<file path="src/hw/rtl/tlms_pkg.sv">
// shared types and constants of the traffic light mode sequencer
package tlms_pkg;

	// light phases; PH_NONE marks no distance phase shown yet
	localparam logic [1:0] PH_RED  = 2'd0;
	localparam logic [1:0] PH_GRN  = 2'd1;
	localparam logic [1:0] PH_YEL  = 2'd2;
	localparam logic [1:0] PH_NONE = 2'd3;

	// operating modes
	localparam logic [1:0] MODE_CYC = 2'd0;
	localparam logic [1:0] MODE_EMG = 2'd1;
	localparam logic [1:0] MODE_DST = 2'd2;

	// lamp bit positions: red, yellow, green from the lowest bit up
	localparam logic [2:0] LAMP_OFF = 3'b000;
	localparam logic [2:0] LAMP_R   = 3'b001;
	localparam logic [2:0] LAMP_Y   = 3'b010;
	localparam logic [2:0] LAMP_G   = 3'b100;

	// input word kinds
	localparam logic OP_TICK = 1'b0;
	localparam logic OP_CMD  = 1'b1;

	// command codes on the input word
	localparam logic [2:0] CMD_EMERGENCY = 3'd0;
	localparam logic [2:0] CMD_CLEAR_EMG = 3'd1;
	localparam logic [2:0] CMD_DISTANCE  = 3'd2;
	localparam logic [2:0] CMD_RESTART   = 3'd3;
	localparam logic [2:0] CMD_TOGGLE_PK = 3'd4;
	localparam logic [2:0] CMD_HOUR      = 3'd5;

	// configuration register indexes
	localparam logic [2:0] REG_OFFPEAK_RED   = 3'd0;
	localparam logic [2:0] REG_OFFPEAK_GREEN = 3'd1;
	localparam logic [2:0] REG_PEAK_RED      = 3'd2;
	localparam logic [2:0] REG_PEAK_GREEN    = 3'd3;
	localparam logic [2:0] REG_YELLOW        = 3'd4;
	localparam logic [2:0] REG_BLINK         = 3'd5;
	localparam logic [2:0] REG_NEAR          = 3'd6;

	// rush hour windows, from the low hour up to but not including the high one
	localparam logic [4:0] AM_RUSH_LO = 5'd8;
	localparam logic [4:0] AM_RUSH_HI = 5'd10;
	localparam logic [4:0] PM_RUSH_LO = 5'd17;
	localparam logic [4:0] PM_RUSH_HI = 5'd19;

	// queue between front and back
	localparam int QDEPTH = 2;

	// classified word kinds
	typedef enum logic [2:0] {
		K_TICK      = 3'd0,
		K_EMERGENCY = 3'd1,
		K_CLEAR_EMG = 3'd2,
		K_DISTANCE  = 3'd3,
		K_RESTART   = 3'd4,
		K_TOGGLE_PK = 3'd5,
		K_SET_PEAK  = 3'd6,
		K_NOP       = 3'd7
	} kind_t;

	// classified word as queued for the back end
	typedef struct packed {
		kind_t       kind;
		logic [9:0]  range_cm;
		logic        in_rush;
	} item_t;

	// configuration register set
	typedef struct packed {
		logic [15:0] offpeak_red_ticks;
		logic [15:0] offpeak_green_ticks;
		logic [15:0] peak_red_ticks;
		logic [15:0] peak_green_ticks;
		logic [15:0] yellow_ticks;
		logic [15:0] blink_ticks;
		logic [8:0]  near_cm;
	} cfg_t;

endpackage

</file>
<file path="src/hw/rtl/traffic_light_mode_sequencer.sv">
// top level: configuration registers, front end, queue and back end
// an accepted word is stored in the queue; the back end then pops it and registers its result word
// throughput: one word per cycle unless m_tready stalls; one sequencer step per word
// the two-entry queue absorbs words while the result register waits on m_tready
// reset: asynchronous, returns all timings to defaults, red lit, cycle mode, off-peak
// no clearing pass: the block accepts words in the first cycle after reset
module traffic_light_mode_sequencer #(
	parameter int COUNT_WIDTH = 16
) (
	input  logic        clk,
	input  logic        arst_n,
	input  logic        s_tvalid,
	output logic        s_tready,
	input  logic [23:0] s_tdata,   // command[2:0], distance[12:3], hour[17:13], zeros
	input  logic        s_tuser,   // op
	output logic        m_tvalid,
	input  logic        m_tready,
	output logic [23:0] m_tdata,   // lamp_red, lamp_yellow, lamp_green, current_mode[4:3],
	                               // shown_phase_out[6:5], remaining_ticks[22:7], peak_active
	input  logic        cfg_valid,
	output logic        cfg_ready,
	input  logic [2:0]  cfg_index,
	input  logic [15:0] cfg_data
);

	tlms_pkg::cfg_t  cfg_q;
	tlms_pkg::item_t front_item;
	tlms_pkg::item_t head_item;
	logic            q_not_full;
	logic            q_not_empty;
	logic            q_pop;

	assign cfg_ready = 1'b1;
	assign s_tready  = q_not_full;

	// configuration registers
	always_ff @(posedge clk or negedge arst_n) begin
		if (!arst_n) begin
			cfg_q.offpeak_red_ticks   <= 16'd70;
			cfg_q.offpeak_green_ticks <= 16'd50;
			cfg_q.peak_red_ticks      <= 16'd30;
			cfg_q.peak_green_ticks    <= 16'd80;
			cfg_q.yellow_ticks        <= 16'd30;
			cfg_q.blink_ticks         <= 16'd5;
			cfg_q.near_cm             <= 9'd50;
		end else if (cfg_valid && cfg_ready) begin
			unique case (cfg_index)
				tlms_pkg::REG_OFFPEAK_RED:   cfg_q.offpeak_red_ticks   <= cfg_data;
				tlms_pkg::REG_OFFPEAK_GREEN: cfg_q.offpeak_green_ticks <= cfg_data;
				tlms_pkg::REG_PEAK_RED:      cfg_q.peak_red_ticks      <= cfg_data;
				tlms_pkg::REG_PEAK_GREEN:    cfg_q.peak_green_ticks    <= cfg_data;
				tlms_pkg::REG_YELLOW:        cfg_q.yellow_ticks        <= cfg_data;
				tlms_pkg::REG_BLINK:         cfg_q.blink_ticks         <= cfg_data;
				tlms_pkg::REG_NEAR:          cfg_q.near_cm             <= cfg_data[8:0];
				default: ;
			endcase
		end
	end

	// word classification
	tlms_front u_front (
		.in_op          (s_tuser),
		.in_command     (s_tdata[2:0]),
		.in_range_cm    (s_tdata[12:3]),
		.in_hour        (s_tdata[17:13]),
		.item           (front_item)
	);

	// decoupling queue
	tlms_queue u_queue (
		.clk       (clk),
		.arst_n    (arst_n),
		.push      (s_tvalid),
		.push_item (front_item),
		.not_full  (q_not_full),
		.pop       (q_pop),
		.not_empty (q_not_empty),
		.head_item (head_item)
	);

	// sequencer
	tlms_back #(
		.COUNT_WIDTH (COUNT_WIDTH)
	) u_back (
		.clk       (clk),
		.arst_n    (arst_n),
		.cfg       (cfg_q),
		.q_valid   (q_not_empty),
		.q_item    (head_item),
		.q_pop     (q_pop),
		.out_valid (m_tvalid),
		.out_ready (m_tready),
		.out_word  (m_tdata)
	);

endmodule

</file>
<file path="src/hw/rtl/tlms_front.sv">
// front end: classifies incoming words into queue entries
module tlms_front (
	input  logic                 in_op,
	input  logic [2:0]           in_command,
	input  logic [9:0]           in_range_cm,
	input  logic [4:0]           in_hour,
	output tlms_pkg::item_t      item
);

	logic in_am;
	logic in_pm;

	// peak window check done up front
	assign in_am = (in_hour >= tlms_pkg::AM_RUSH_LO) && (in_hour < tlms_pkg::AM_RUSH_HI);
	assign in_pm = (in_hour >= tlms_pkg::PM_RUSH_LO) && (in_hour < tlms_pkg::PM_RUSH_HI);

	// decode word kind
	always_comb begin
		item.range_cm = in_range_cm;
		item.in_rush  = in_am || in_pm;
		if (in_op == tlms_pkg::OP_TICK) begin
			item.kind = tlms_pkg::K_TICK;
		end else begin
			unique case (in_command)
				tlms_pkg::CMD_EMERGENCY: item.kind = tlms_pkg::K_EMERGENCY;
				tlms_pkg::CMD_CLEAR_EMG: item.kind = tlms_pkg::K_CLEAR_EMG;
				tlms_pkg::CMD_DISTANCE:  item.kind = tlms_pkg::K_DISTANCE;
				tlms_pkg::CMD_RESTART:   item.kind = tlms_pkg::K_RESTART;
				tlms_pkg::CMD_TOGGLE_PK: item.kind = tlms_pkg::K_TOGGLE_PK;
				tlms_pkg::CMD_HOUR:      item.kind = tlms_pkg::K_SET_PEAK;
				default:                 item.kind = tlms_pkg::K_NOP;
			endcase
		end
	end

endmodule

</file>
<file path="src/hw/rtl/tlms_queue.sv">
// short queue decoupling the front end from the back end
module tlms_queue (
	input  logic             clk,
	input  logic             arst_n,
	input  logic             push,
	input  tlms_pkg::item_t  push_item,
	output logic             not_full,
	input  logic             pop,
	output logic             not_empty,
	output tlms_pkg::item_t  head_item
);

	localparam int QAW = (tlms_pkg::QDEPTH > 1) ? $clog2(tlms_pkg::QDEPTH) : 1;
	localparam int CW  = $clog2(tlms_pkg::QDEPTH + 1);

	tlms_pkg::item_t  entry_q [tlms_pkg::QDEPTH];
	logic [QAW-1:0]   wr_ptr_q;
	logic [QAW-1:0]   rd_ptr_q;
	logic [CW-1:0]    count_q;
	logic             do_push;
	logic             do_pop;

	assign not_full  = (count_q != CW'(tlms_pkg::QDEPTH));
	assign not_empty = (count_q != '0);
	assign do_push   = push && not_full;
	assign do_pop    = pop && not_empty;
	assign head_item = entry_q[rd_ptr_q];

	// storage
	always_ff @(posedge clk) begin
		if (do_push) begin
			entry_q[wr_ptr_q] <= push_item;
		end
	end

	// pointers and fill count
	always_ff @(posedge clk or negedge arst_n) begin
		if (!arst_n) begin
			wr_ptr_q <= '0;
			rd_ptr_q <= '0;
			count_q  <= '0;
		end else begin
			if (do_push) begin
				wr_ptr_q <= (wr_ptr_q == QAW'(tlms_pkg::QDEPTH - 1)) ? '0 : wr_ptr_q + 1'b1;
			end
			if (do_pop) begin
				rd_ptr_q <= (rd_ptr_q == QAW'(tlms_pkg::QDEPTH - 1)) ? '0 : rd_ptr_q + 1'b1;
			end
			if (do_push && !do_pop) begin
				count_q <= count_q + 1'b1;
			end else if (do_pop && !do_push) begin
				count_q <= count_q - 1'b1;
			end
		end
	end

endmodule

</file>
<file path="src/hw/rtl/tlms_back.sv">
// back end: sequencer state, lamp logic and registered result word
module tlms_back #(
	parameter int COUNT_WIDTH = 16
) (
	input  logic             clk,
	input  logic             arst_n,
	input  tlms_pkg::cfg_t   cfg,
	input  logic             q_valid,
	input  tlms_pkg::item_t  q_item,
	output logic             q_pop,
	output logic             out_valid,
	input  logic             out_ready,
	output logic [23:0]      out_word
);

	localparam int CMPW = (COUNT_WIDTH > 16) ? COUNT_WIDTH : 16;
	localparam logic [COUNT_WIDTH-1:0] CNT_MAX = '1;

	// sequencer state
	logic [1:0]             mode_q, prev_mode_q, phase_q, saved_phase_q;
	logic [1:0]             last_dist_q, shown_phase_q;
	logic [COUNT_WIDTH-1:0] elapsed_q, blink_cnt_q, saved_el_q, shown_el_q;
	logic                   blink_q, peak_q;
	logic [2:0]             lamps_q;
	logic                   out_valid_q;
	logic [23:0]            out_word_q;

	// next state
	logic [1:0]             mode_d, prev_mode_d, phase_d, saved_phase_d;
	logic [1:0]             last_dist_d, shown_phase_d, want;
	logic [COUNT_WIDTH-1:0] elapsed_d, blink_cnt_d, saved_el_d, shown_el_d;
	logic                   blink_d, peak_d;
	logic [2:0]             lamps_d;
	logic [15:0]            dur_shown;
	logic [15:0]            remaining;

	function automatic logic [COUNT_WIDTH-1:0] bump(input logic [COUNT_WIDTH-1:0] c);
		bump = (c == CNT_MAX) ? CNT_MAX : c + 1'b1;
	endfunction

	function automatic logic [2:0] lamps_of(input logic [1:0] ph);
		priority if (ph == tlms_pkg::PH_GRN) lamps_of = tlms_pkg::LAMP_G;
		else if (ph == tlms_pkg::PH_YEL) lamps_of = tlms_pkg::LAMP_Y;
		else lamps_of = tlms_pkg::LAMP_R;
	endfunction

	function automatic logic [1:0] after(input logic [1:0] ph);
		priority if (ph == tlms_pkg::PH_RED) after = tlms_pkg::PH_GRN;
		else if (ph == tlms_pkg::PH_GRN) after = tlms_pkg::PH_YEL;
		else after = tlms_pkg::PH_RED;
	endfunction

	function automatic logic [15:0] dur_of(input logic [1:0] ph, input logic pk,
			input tlms_pkg::cfg_t c);
		priority if (ph == tlms_pkg::PH_GRN)
			dur_of = pk ? c.peak_green_ticks : c.offpeak_green_ticks;
		else if (ph == tlms_pkg::PH_YEL)
			dur_of = c.yellow_ticks;
		else
			dur_of = pk ? c.peak_red_ticks : c.offpeak_red_ticks;
	endfunction

	// take a word when the result register is free or being emptied
	assign q_pop     = q_valid && (!out_valid_q || out_ready);
	assign out_valid = out_valid_q;
	assign out_word  = out_word_q;

	// distance classification
	always_comb begin
		priority if (q_item.range_cm < {1'b0, cfg.near_cm}) want = tlms_pkg::PH_GRN;
		else if (q_item.range_cm < {cfg.near_cm, 1'b0}) want = tlms_pkg::PH_YEL;
		else want = tlms_pkg::PH_RED;
	end

	// step of the sequencer for one word
	always_comb begin
		mode_d        = mode_q;
		prev_mode_d   = prev_mode_q;
		phase_d       = phase_q;
		saved_phase_d = saved_phase_q;
		last_dist_d   = last_dist_q;
		shown_phase_d = shown_phase_q;
		elapsed_d     = elapsed_q;
		blink_cnt_d   = blink_cnt_q;
		saved_el_d    = saved_el_q;
		shown_el_d    = shown_el_q;
		blink_d       = blink_q;
		peak_d        = peak_q;
		lamps_d       = lamps_q;
		unique case (q_item.kind)
			tlms_pkg::K_TICK: begin
				if (mode_q == tlms_pkg::MODE_EMG) begin
					// emergency: save position once, blink green
					if (prev_mode_q != tlms_pkg::MODE_EMG) begin
						saved_phase_d = phase_q;
						saved_el_d    = elapsed_q;
					end
					blink_cnt_d = bump(blink_cnt_q);
					if ((CMPW'(blink_cnt_d) >= CMPW'(cfg.blink_ticks)) ||
							(blink_cnt_d == CNT_MAX)) begin
						blink_cnt_d = '0;
						blink_d     = !blink_q;
						lamps_d     = blink_d ? tlms_pkg::LAMP_G : tlms_pkg::LAMP_OFF;
					end
					prev_mode_d = tlms_pkg::MODE_EMG;
				end else begin
					// leaving emergency restores the saved position
					if (prev_mode_q == tlms_pkg::MODE_EMG) begin
						phase_d     = saved_phase_q;
						elapsed_d   = saved_el_q;
						blink_d     = 1'b0;
						blink_cnt_d = '0;
						lamps_d     = lamps_of(saved_phase_q);
					end
					if (mode_q == tlms_pkg::MODE_DST) begin
						if (want != last_dist_q) begin
							lamps_d     = lamps_of(want);
							last_dist_d = want;
						end
						prev_mode_d = tlms_pkg::MODE_DST;
					end else begin
						// after distance mode resume from the published position
						if (prev_mode_q == tlms_pkg::MODE_DST) begin
							phase_d   = shown_phase_q;
							elapsed_d = shown_el_q;
							lamps_d   = lamps_of(shown_phase_q);
						end
						elapsed_d     = bump(elapsed_d);
						shown_phase_d = phase_d;
						shown_el_d    = elapsed_d;
						if ((CMPW'(elapsed_d) >= CMPW'(dur_of(phase_d, peak_q, cfg))) ||
								(elapsed_d == CNT_MAX)) begin
							phase_d   = after(phase_d);
							elapsed_d = '0;
							lamps_d   = lamps_of(phase_d);
						end
						prev_mode_d = mode_q;
					end
				end
			end
			tlms_pkg::K_EMERGENCY: mode_d = tlms_pkg::MODE_EMG;
			tlms_pkg::K_CLEAR_EMG: begin
				if (mode_q == tlms_pkg::MODE_EMG) begin
					mode_d = tlms_pkg::MODE_CYC;
				end
			end
			tlms_pkg::K_DISTANCE: mode_d = tlms_pkg::MODE_DST;
			tlms_pkg::K_RESTART: begin
				mode_d        = tlms_pkg::MODE_CYC;
				shown_phase_d = tlms_pkg::PH_RED;
				shown_el_d    = '0;
			end
			tlms_pkg::K_TOGGLE_PK: peak_d = !peak_q;
			tlms_pkg::K_SET_PEAK:  peak_d = q_item.in_rush;
			default: ;
		endcase
	end

	// published remaining time, saturated at zero
	always_comb begin
		dur_shown = dur_of(shown_phase_d, peak_d, cfg);
		if (CMPW'(shown_el_d) < CMPW'(dur_shown)) begin
			remaining = 16'(CMPW'(dur_shown) - CMPW'(shown_el_d));
		end else begin
			remaining = '0;
		end
	end

	// state registers
	always_ff @(posedge clk or negedge arst_n) begin
		if (!arst_n) begin
			mode_q        <= tlms_pkg::MODE_CYC;
			prev_mode_q   <= tlms_pkg::MODE_CYC;
			phase_q       <= tlms_pkg::PH_RED;
			saved_phase_q <= tlms_pkg::PH_RED;
			last_dist_q   <= tlms_pkg::PH_NONE;
			shown_phase_q <= tlms_pkg::PH_RED;
			elapsed_q     <= '0;
			blink_cnt_q   <= '0;
			saved_el_q    <= '0;
			shown_el_q    <= '0;
			blink_q       <= 1'b0;
			peak_q        <= 1'b0;
			lamps_q       <= tlms_pkg::LAMP_R;
		end else if (q_pop) begin
			mode_q        <= mode_d;
			prev_mode_q   <= prev_mode_d;
			phase_q       <= phase_d;
			saved_phase_q <= saved_phase_d;
			last_dist_q   <= last_dist_d;
			shown_phase_q <= shown_phase_d;
			elapsed_q     <= elapsed_d;
			blink_cnt_q   <= blink_cnt_d;
			saved_el_q    <= saved_el_d;
			shown_el_q    <= shown_el_d;
			blink_q       <= blink_d;
			peak_q        <= peak_d;
			lamps_q       <= lamps_d;
		end
	end

	// result word valid flag
	always_ff @(posedge clk or negedge arst_n) begin
		if (!arst_n) begin
			out_valid_q <= 1'b0;
		end else if (q_pop) begin
			out_valid_q <= 1'b1;
		end else if (out_ready) begin
			out_valid_q <= 1'b0;
		end
	end

	// result word payload
	always_ff @(posedge clk) begin
		if (q_pop) begin
			out_word_q <= {peak_d, remaining, shown_phase_d, mode_d, lamps_d};
		end
	end

endmodule

</file>
<file path="config.mk">
export PLATFORM = sky130hd
export DESIGN_NAME = traffic_light_mode_sequencer
export DESIGN_NICKNAME = d
export VERILOG_FILES = /design/src/hw/rtl/tlms_pkg.sv /design/src/hw/rtl/traffic_light_mode_sequencer.sv /design/src/hw/rtl/tlms_front.sv /design/src/hw/rtl/tlms_queue.sv /design/src/hw/rtl/tlms_back.sv
export SDC_FILE = /design/constraint.sdc
export NUM_CORES = 1
export LEC_CHECK = 0
export ABC_CLOCK_PERIOD_IN_PS = 7100
export BUFFER_PORTS_ARGS = -buffer_cell sky130_fd_sc_hd__buf_4
export CORE_ASPECT_RATIO = 0.5
export CORE_MARGIN = 5
export CORE_UTILIZATION = 52
export CTS_CLUSTER_SIZE = 12
export DETAILED_ROUTE_END_ITERATION = 7
export GPL_ROUTABILITY_DRIVEN = 0
export PLACE_DENSITY = 0.68
export SYNTH_ARGS = -nofsm -noshare
export SYNTH_HDL_FRONTEND = slang
export SYNTH_SLANG_ARGS = --single-unit
</file>
<file path="constraint.sdc">
create_clock -name clk -period 7.1 [get_ports clk]
set_input_delay 0.355 -clock clk [delete_from_list [all_inputs] [get_ports clk]]
set_output_delay 0.355 -clock clk [all_outputs]
set_load 0.02 [all_outputs]
</file>
==> flow_summary.yaml, run 1 <==
global_routing:
  grt_pass1_vias: 10800
  grt_usage_pct: 23.4
  grt_first_pass_wirelength_um: 59000
  met1_usage_pct: 32.2
  grt_busiest_layer: "met2"
  gr-usage-met3_pct: 4.92
  grt_max_degree: 117
  overflow: 0
  antenna_found_initial: 1
  grt_use_met2_pct: 37.8
synth:
  synth_seq_cells: 243
  synth_area_per_cell_sq_um: 10.7
  postSynthCellCount: 1357
  seq_area_frac_synth_pct: 43.7
  async_flop_share_pct: 78.6
  yosys.area.top_type_share_pct: 28.7
  synthesis.area_sq_um: 14600
  synth_area_leaders: "dfrtp_1 29%, mux2_2 12%, edfxtp_1 11%, mux2i_1 7.1%, ha_1 6.1%"
  yosysUniqueCellTypes: 82
  ys_warn_count: 0
  synth_top_cell_by_area: "dfrtp_1"
  synth_flop_cell: "dfrtp_1"
  synth_fp_nets: 1478
  synth_edf_count: 52
timing:
  fmax_ghz: 0.162
  fin_crit_ns: 6.19
  worst_pin_slew_ns: 1.17
  holdWs_ns: 0.0940
  hold_viol_final: 0
  finalSetupViolations: 0
  period_share_pct: 87.2
  rsz0062_at_grt: "false"
  maxSlewViolCount: 0
  relSlewSlack_pct: 22.0
  fin_skew_ns: 0.0196
  setup_ws_ns: 0.912
  fin_setup_tns_ns: 0
power:
  powerDensity_nw_per_um2: 460
  power_w: 0.00754
  leakagePower_nw: 7.17
  ir_drop_mv: 0.260
cts:
  ctsLongestPathBuffers: 3
  clock-sinks: 243
  path_clk_slew_ns: 0.06
  insertion_delay_ns: 0.55
  h-tree-depth: 1
  tritoncts: "done"
  numCtsBuffers: 25
  cts_root_buf: "clkbuf_16"
setup_path:
  start_kind: "flop"
  critical_path_buf_inv_count: 3
  arrival_ns: 6.46
  path_max_fanout: 22
  path_cells: "buf_4 > mux2i_1 > and2_1 > o21ai_2 > nand2_1 > a21boi_4 > buf_4 > mux2i_1 > o21ai_0 > ha_1 > and3_1 > a221o_1 > a21oi_1 > o21ai_1 > a221oi_1 > nor2b_1 > o31ai_2 > buf_4 > nor3_1"
  path_common_cell: "buf_4"
  crit_type: "reg2reg"
  critPathRequiredTime_ns: 7.38
  cp-end-kind: "flop"
  critical-path-top-delay-family: "compound AO/OA/AOI/OAI gates"
  slowest_stage: "mux2i_1"
  max_stage_delay_ns: 0.70
cells_and_area:
  fill_cells: 2297
  multi_input_area_sq_um: 7760
  ff_latch_area_sq_um: 6370
  design_area_sq_um: 16400
  antenna_cells: 0
  syn2layout_area_growth_pct: 12.5
  mostFrequentLayoutCells: "165 x dfrtp_1, 158 x mux2_2, 128 x nand2_1"
  final_layout_size_suffix_gt1_share_pct: 23.7
  nets: 1549
  final_common_cell: "dfrtp_1"
floorplanning:
  core_sq_um: 27700
  die_w_um: 247
  rows: 43
  dieArea_sq_um: 31700
  start_util_pct: 52.7
  ios: 76
  dieHeight_um: 128
placed_design:
  place_area_sq_um: 15600
  post-place-ws_ns: 1.09
  dp_hpwl_um: 26100
  portBuffers: 68
drt:
  antenna_left: 0
  drt_iter0_drc: 915
  drc: 0
  first_pass_iters: 7
  wl_per_cell_um: 20.3
  routed-via-count: 11000
  routed_via_density: 6.02
  wirelength_um: 37200
status:
  status: "complete, no violations"
job:
  maxCapViolations: 0
worst_hold_path:
  hold_path.class: "in2reg"
per-stage QoR:
stage                     utilization (%)  std cells
final                                59.3       1829
after global routing                 59.3       1829
after CTS                            59.3       1829
after detailed placement             56.2       1772
after global placement               56.2       1772
after floorplan                         -       1357
kinds of logic after synthesis:
group / share of synthesized area [%]
mux: 20.2
simple gates: 10.4
fa+ha+maj: 6.23
compound gates: 13.7
flops: 43.7
other cells: 0.0257
xor+xnor: 2.09
buf+inv: 3.61
worst min-delay path: cells and delay by family:
family | cells | cell delay [ns]
AOI/OAI and AO/OA | 1 | 0.07
and+or+nand+nor | 1 | 0.06
buffers and inverters | 1 | 0.15
flip-flops by register name, indices dropped and copies added (netlist names):
register / count
u_back.out_valid: 1
u_back.lamps_q: 3
u_back.peak_q: 1
u_queue.wr_ptr_q: 1
cfg_q: 105
u_back.blink_q: 1
u_queue.entry_q: 28
u_back.blink_cnt_q: 16
u_queue.rd_ptr_q: 1
u_back.shown_phase_q: 2
u_queue.count_q: 2
u_back.elapsed_q: 16
u_back.shown_el_q: 16
u_back.last_dist_q: 2
u_back.out_word: 24
u_back.saved_phase_q: 2
u_back.mode_q: 2
u_back.phase_q: 2
u_back.prev_mode_q: 2
u_back.saved_el_q: 16
layer usage:
layer | vias up | part of all wire, %
li1 | 5142 | -
met5 | - | 0.054
met1 | 5451 | 45
met2 | 342 | 45
met3 | 76 | 6.5
met4 | 2 | 3.1
area by class of cell:
type | count | share of cell area, %
Timing Repair Buffer | 104 | 4.97
Clock inverter | 4 | 0.145
Tap cell | 382 | 2.91
Clock buffer | 42 | 4.33
Sequential cell | 243 | 38.9
Inverter | 64 | 1.46
Multi-Input combinational cell | 990 | 47.3
where the power goes:
| part | total [W] | leakage [nW] | internal (W) | switching (W) |
|---|---|---|---|---|
| Clock | 0.00123 | 0.356 | 0.000679 | 0.000551 |
| Combinational | 0.00417 | 3.94 | 0.00167 | 0.00250 |
| Sequential | 0.00214 | 2.87 | 0.00189 | 0.000258 |
final timing paths:
path                             startpoint                endpoint  slack, ns  cells after the start
min in group asynchronous            arst_n  u_back.blink_cnt_q[15]       0.48                      2
setup reg to reg           u_queue.rd_ptr_q     u_back.out_word[12]       0.91                     19
hold reg to reg              u_back.blink_q          u_back.blink_q       0.48                      1
setup / recovery           u_queue.rd_ptr_q     u_back.out_word[12]       0.91                     19
max in group asynchronous            arst_n           u_back.peak_q       4.94                      3
hold / removal                  cfg_data[2]               cfg_q[27]       0.09                      3
what timing repair did:
action                    CTS  global route
gates resized for setup     0             0
hold buffers               11             0
hold endpoints to repair   32             0
setup buffers               0             0
synth_stat cells (3+ instances only):
library cell	n
and2_1	7
dfstp_2	24
buf_4	4
edfxtp_1	52
nand2b_1	16
o21ai_0	60
xor2_1	18
a22oi_1	33
a31oi_1	17
ha_1	71
o21a_1	4
nand3_1	17
clkbuf_1	39
dfrtp_1	167
nor2b_1	13
nand3b_1	3
and3_1	11
nor2_1	69
nand3_2	3
a21boi_0	4
buf_2	12
a21o_1	16
a211oi_1	15
xnor2_1	15
mux2i_1	104
buf_6	4
nand2_1	128
mux2i_4	3
o211ai_1	18
a22o_1	16
nor3b_1	3
nor3_1	11
mux2i_2	3
o22ai_1	4
a221oi_1	12
o21ai_1	30
a21oi_1	42
mux2_2	158
nand4b_1	4
inv_1	63
o2111ai_1	4
o31ai_1	3
nand4_1	8
No activity file was read; power rests on OpenSTA's default activity.
==> run 2, diff against run 1 <==
--- a/config.mk
+++ b/config.mk
@@ -5,14 +5,13 @@
 export SDC_FILE = /design/constraint.sdc
 export NUM_CORES = 1
 export LEC_CHECK = 0
-export ABC_CLOCK_PERIOD_IN_PS = 7100
 export BUFFER_PORTS_ARGS = -buffer_cell sky130_fd_sc_hd__buf_4
 export CORE_ASPECT_RATIO = 0.5
 export CORE_MARGIN = 5
 export CORE_UTILIZATION = 52
+export CTS_BUF_LIST = sky130_fd_sc_hd__clkbuf_2 sky130_fd_sc_hd__clkbuf_4 sky130_fd_sc_hd__clkbuf_8
 export CTS_CLUSTER_SIZE = 12
 export DETAILED_ROUTE_END_ITERATION = 7
-export GPL_ROUTABILITY_DRIVEN = 0
 export PLACE_DENSITY = 0.68
 export SYNTH_ARGS = -nofsm -noshare
 export SYNTH_HDL_FRONTEND = slang
==> run 2 against run 1 <==
  * Sequential cell count unchanged
  * Critical endpoint unchanged
  * Global-route usage down 0.051 points
  * Register-to-register slack better by 0.18 ns
  * Non-clock buffer count unchanged
  * Clock skew about the same
  * Via count down 0.64%
  * Hold slack worse by 0.039 ns
  * First-iteration DRC count up 1.9%
  * Setup slack better by 0.18 ns
  * Largest cell class unchanged
  * Final cell count up 1.3%
==> flow_summary.yaml, run 2 (synthesized netlist as in run 1, its figures left out) <==
cells_and_area:
  fill_cells: 2282
  design_area_sq_um: 16500
  largest-register: "cfg_q"
  antenna_cells: 0
  multi_input_area_sq_um: 7760
  nets: 1562
  final_layout_size_suffix_gt1_share_pct: 25.7
  syn2layout_area_growth_pct: 13.2
  final_common_cell: "dfrtp_1"
  mostFrequentLayoutCells: "165 x dfrtp_1, 158 x mux2_2, 128 x nand2_1"
  largest_reg_flops: 105
  ff_latch_area_sq_um: 6370
global_routing:
  met1_usage_pct: 32.9
  overflow: 0
  antenna_found_initial: 0
  grt_usage_pct: 23.3
  grt_pass1_vias: 10700
  grt_first_pass_wirelength_um: 58400
  gr-usage-met3_pct: 4.96
  grt_busiest_layer: "met2"
  grt_use_met2_pct: 37.1
  grt_max_degree: 112
timing:
  period_share_pct: 84.6
  hold_viol_final: 0
  fmax_ghz: 0.167
  worst_pin_slew_ns: 1.23
  fin_crit_ns: 6.00
  finalSetupViolations: 0
  maxSlewViolCount: 0
  fin_skew_ns: 0.0195
  fin_setup_tns_ns: 0
  rsz0062_at_grt: "false"
  relSlewSlack_pct: 17.6
drt:
  antenna_left: 0
  first_pass_iters: 5
  routed-via-count: 10900
  drc: 0
  drt_iter0_drc: 932
  wl_per_cell_um: 19.9
  routed_via_density: 5.91
  wirelength_um: 37000
floorplanning:
  start_util_pct: 52.7
  die_w_um: 247
  dieHeight_um: 128
  rows: 43
  ios: 76
  core_sq_um: 27700
  dieArea_sq_um: 31700
power:
  ir_drop_mv: 0.239
  leakagePower_nw: 7.25
  powerDensity_nw_per_um2: 461
cts:
  numCtsBuffers: 38
  cts_root_buf: "clkbuf_8"
  tritoncts: "done"
  insertion_delay_ns: 0.58
  ctsLongestPathBuffers: 3
  path_clk_slew_ns: 0.06
  h-tree-depth: 2
  ctsResizeCount: 0
  clock-sinks: 243
setup_path:
  max_stage_delay_ns: 0.67
  slowest_stage: "mux2i_1"
  path_max_fanout: 14
  path_cells: "mux2i_1 > nor2_1 > nor3_1 > a2bb2oi_4 > buf_4 > mux2i_1 > a211oi_1 > a31oi_1 > ha_1 > fa_1 > nor2b_1 > o21ai_0 > nand2b_1 > a221o_1 > a21oi_1 > o21ai_1 > a221oi_1 > nor2b_1 > o31ai_2 > buf_4 > nor3_1"
  cp-end-kind: "flop"
  crit_type: "reg2reg"
  reg2reg_depth: 21
  critPathRequiredTime_ns: 7.42
  r2r_start: "u_queue.rd_ptr_q"
  start_kind: "flop"
  r2r_setup_slack_ns: 1.10
  arrival_ns: 6.33
  r2r_end: "u_back.out_word[12]"
worst_hold_path:
  worstHoldPathCells: 2
  min_delay_worst_endpoint: "u_queue.entry_q[1][0]"
  hold_start: "s_tdata[15]"
  hold_path.class: "in2reg"
placed_design:
  place_area_sq_um: 15600
  portBuffers: 68
  dp_hpwl_um: 25800
  gp_congestion: 0.870
job:
  maxCapViolations: 0
status:
  status: "complete, no violations"
-- run 2: changes by cell type in the layout (fill, tap and decap cells not counted) --
cell / before / now
bufinv_16: 0 / 4
clkbuf_1: 15 / 0
clkbuf_16: 25 / 0
clkbuf_4: 0 / 6
clkbuf_8: 3 / 42
clkinv_1: 1 / 5
clkinv_2: 3 / 12
clkinvlp_4: 0 / 2
-- run 2: how the worst max path moves through the flow --
stage                                start                   to  depth (start not counted)  slack (ns)
after detailed placement  u_queue.rd_ptr_q  u_back.out_word[12]                         21        1.16
after floorplan           u_queue.rd_ptr_q  u_back.out_word[14]                         22        1.97
after global placement    u_queue.rd_ptr_q  u_back.out_word[21]                         21        1.27
final                     u_queue.rd_ptr_q  u_back.out_word[12]                         21        1.10
after CTS                 u_queue.rd_ptr_q  u_back.out_word[12]                         21        1.17
after global routing      u_queue.rd_ptr_q  u_back.out_word[22]                         20        0.70
-- run 2: routing by layer --
layer  share of wire, %  routed length, um  vias up
li1                   -                  -     5160
met1                 47              17200     5418
met2                 45              16600      305
met3                6.2               2290       59
met4                2.2                811        0
met5                  0                  0        -
-- run 2: repair_timing --
item | CTS | global route
hold endpoints to repair | 107 | 0
buffers inserted | 0 | 0
hold buffers | 11 | 0
-- run 2: stage by stage --
step	utilization (%)	total power (W)	cells	worst slack, ns	hold WS [ns]
after floorplan	-	0.00502	1357	1.97	0.0594
after global placement	56.2	0.00611	1772	1.27	0.455
after detailed placement	56.2	0.00624	1772	1.16	0.467
after CTS	59.6	0.00758	1853	1.17	0.0311
after global routing	59.6	0.00815	1853	0.701	0.0410
final	59.6	0.00760	1853	1.10	0.0553
-- run 2: power breakdown --
part           total (W)  switching (W)  internal (W)
clock network    0.00132       0.000597      0.000720
registers        0.00215       0.000260       0.00189
logic            0.00414        0.00246       0.00168
-- run 2: worst max-delay path: cells and delay by family, from the launching register on --
family          cells  cell delay, ns
buf+inv             2            0.61
flops               1            0.50
compound gates      9            2.50
fa+ha+maj           2            0.45
mux                 2            0.93
simple gates        6            0.74
-- run 2: layout make-up --
class | instances | area share [%]
tap | 382 | 2.90
multi-input combinational | 990 | 47.0
inverter | 64 | 1.46
clock inverter | 23 | 1.33
clock buffer | 47 | 3.69
timing repair buffer | 104 | 4.94
sequential | 243 | 38.6
==> run 3, diff against run 2 <==
==> constraint.sdc (replaced) <==
create_clock -name clk -period 6.2 [get_ports clk]
set_input_delay 0.31 -clock clk [delete_from_list [all_inputs] [get_ports clk]]
set_output_delay 0.31 -clock clk [all_outputs]
set_load 0.02 [all_outputs]
==> run 3 against run 2 <==
  * Via count is 1.5% higher
  * Clock-buffer cell count is 9 higher
  * Clock power is 14% higher
  * Critical path depth is 3 lower
  * Highest routed layer unchanged
==> flow_summary.yaml, run 3 (synthesized netlist as in run 1, its figures left out) <==
timing:
  fmax_ghz: 0.172
  fin_skew_ns: 0.0188
  relSlewSlack_pct: 15.1
  finalSetupViolations: 0
  rsz0062_at_grt: "false"
  fin_setup_tns_ns: 0
  fin_crit_ns: 5.82
  setup_ws_ns: 0.378
  hold_viol_final: 0
  holdWs_ns: 0.0318
  period_share_pct: 93.9
  worst_pin_slew_ns: 1.27
  maxSlewViolCount: 0
cts:
  clock-sinks: 243
  cts_root_buf: "clkbuf_8"
  h-tree-depth: 2
  tritoncts: "done"
  insertion_delay_ns: 0.57
  numCtsBuffers: 39
  path_clk_slew_ns: 0.07
  ctsResizeCount: 0
  ctsLongestPathBuffers: 3
cells_and_area:
  fill_cells: 2301
  antenna_cells: 0
  final_common_cell: "dfrtp_1"
  ff_latch_area_sq_um: 6370
  nets: 1571
  largest-register: "cfg_q"
  final_layout_size_suffix_gt1_share_pct: 26.0
  multi_input_area_sq_um: 7750
  design_area_sq_um: 16600
  mostFrequentLayoutCells: "165 x dfrtp_1, 158 x mux2_2, 128 x nand2_1"
  syn2layout_area_growth_pct: 13.7
  largest_reg_flops: 105
setup_path:
  path_max_fanout: 31
  r2r_end: "u_back.out_word[12]"
  start_kind: "flop"
  r2r_setup_slack_ns: 0.38
  arrival_ns: 6.12
  reg2reg_depth: 18
  crit_type: "reg2reg"
  slowest_stage: "dfrtp_2"
  path_common_cell: "o21ai_0"
  path_cells: "buf_4 > o21ai_0 > o21a_1 > a21boi_4 > mux2i_1 > o21ai_0 > ha_1 > nor2b_1 > o21ai_0 > nand2b_1 > a221o_1 > a21oi_1 > o21ai_1 > a221oi_1 > nor2b_1 > o31ai_2 > buf_4 > nor3_1"
  r2r_start: "u_back.prev_mode_q[0]"
  cp-end-kind: "flop"
  max_stage_delay_ns: 0.67
  critPathRequiredTime_ns: 6.50
floorplanning:
  core_sq_um: 27700
  start_util_pct: 52.7
  die_w_um: 247
  dieArea_sq_um: 31700
  rows: 43
  dieHeight_um: 128
  ios: 76
power:
  pwr-share-seq_pct: 27.7
  p_sw_share_pct: 43.5
  powerDensity_nw_per_um2: 530
  leakagePower_nw: 7.29
  pwr-share-comb_pct: 55.1
  p_switching_w: 0.00382
  ir_drop_mv: 0.295
  p_clk_share_pct: 17.2
  p_int_w: 0.00497
  power_w: 0.00878
global_routing:
  grt_pass1_vias: 11000
  grt_max_degree: 75
  overflow: 0
  grt_usage_pct: 23.7
  antenna_found_initial: 0
  grt_first_pass_wirelength_um: 59800
worst_hold_path:
  hold_start: "s_tdata[15]"
  hold_path.class: "in2reg"
  min_delay_worst_endpoint: "u_queue.entry_q[1][0]"
  worstHoldPathCells: 2
drt:
  drc: 0
  antenna_left: 0
  routed_via_density: 5.96
  routed-via-count: 11100
  drt_iter0_drc: 956
  wl_per_cell_um: 20.0
  wirelength_um: 37200
  first_pass_iters: 5
placed_design:
  place_area_sq_um: 15600
  gp_congestion: 0.872
  dp_hpwl_um: 26200
  portBuffers: 68
  post-place-ws_ns: 0.496
job:
  maxCapViolations: 0
status:
  status: "complete, no violations"
-- run 3: cell types whose count changed in the layout (fill, tap and decap cells not counted), moves of 2 or more --
| cell | before | now |
|---|---|---|
| clkinv_2 | 12 | 4 |
| clkinv_1 | 5 | 7 |
| clkinvlp_4 | 2 | 4 |
| bufinv_16 | 4 | 2 |
| clkbuf_4 | 6 | 8 |
| buf_4 | 92 | 100 |
| clkbuf_8 | 42 | 49 |
-- run 3: layer usage --
metal | vias up | wire, um | GRT usage, %
met2 | 314 | 17100 | 37.7
met3 | 51 | 2090 | 4.30
met4 | 0 | 687 | 5.90
li1 | 5192 | - | -
met1 | 5547 | 17300 | 34.0
met5 | - | 0 | 0
-- run 3: layout make-up --
type | count | area share [%]
multi-input cells | 990 | 46.8
well taps | 382 | 2.88
clock buffers | 56 | 4.35
inverters | 64 | 1.45
clock inverters | 16 | 0.800
repair buffers | 112 | 5.28
flip-flops and latches | 243 | 38.5
-- run 3: power groups by stage --
stage / combinational (W) / sequential [W] / clock (W)
4_1_cts: 0.00478 / 0.00243 / 0.00155
2_1_floorplan: 0.00329 / 0.00246 / 0
3_3_place_gp: 0.00464 / 0.00243 / 0
3_5_place_dp: 0.00476 / 0.00246 / 0
5_1_grt: 0.00532 / 0.00248 / 0.00162
6_report: 0.00484 / 0.00243 / 0.00151
-- run 3: what timing repair did --
item,in CTS,in global routing
setup endpoints to repair,0,0
hold buffers,11,0
buffers inserted,0,0
hold endpoints to repair,71,0
-- run 3: worst max path at each step --
stage / end / cells after the start / start / slack (ns)
5_1_grt: u_back.out_word[21] / 18 / u_back.prev_mode_q[0] / 0.02
4_1_cts: u_back.out_word[12] / 20 / u_back.prev_mode_q[1] / 0.46
3_5_place_dp: u_back.out_word[12] / 20 / u_back.prev_mode_q[1] / 0.50
2_1_floorplan: u_back.out_word[14] / 22 / u_queue.rd_ptr_q / 1.07
3_3_place_gp: u_back.out_word[1] / 18 / u_back.prev_mode_q[0] / 0.51
6_report: u_back.out_word[12] / 18 / u_back.prev_mode_q[0] / 0.38
-- run 3: through the flow --
stage | instances | utilization, %
6_report | 1863 | 59.9
5_1_grt | 1863 | 59.9
4_1_cts | 1863 | 59.9
3_5_place_dp | 1780 | 56.5
3_3_place_gp | 1780 | 56.5
2_1_floorplan | 1357 | -
-- run 3: worst max-delay path: cells and delay by family (launching register included) --
kind                     cells  cell delay [ns]
buffers and inverters        2             0.69
multiplexers                 1             0.15
flip-flops                   1             0.67
adder cells (fa/ha/maj)      1             0.39
AND/OR/NAND/NOR              4             0.46
AO/OA/AOI/OAI               10             3.15
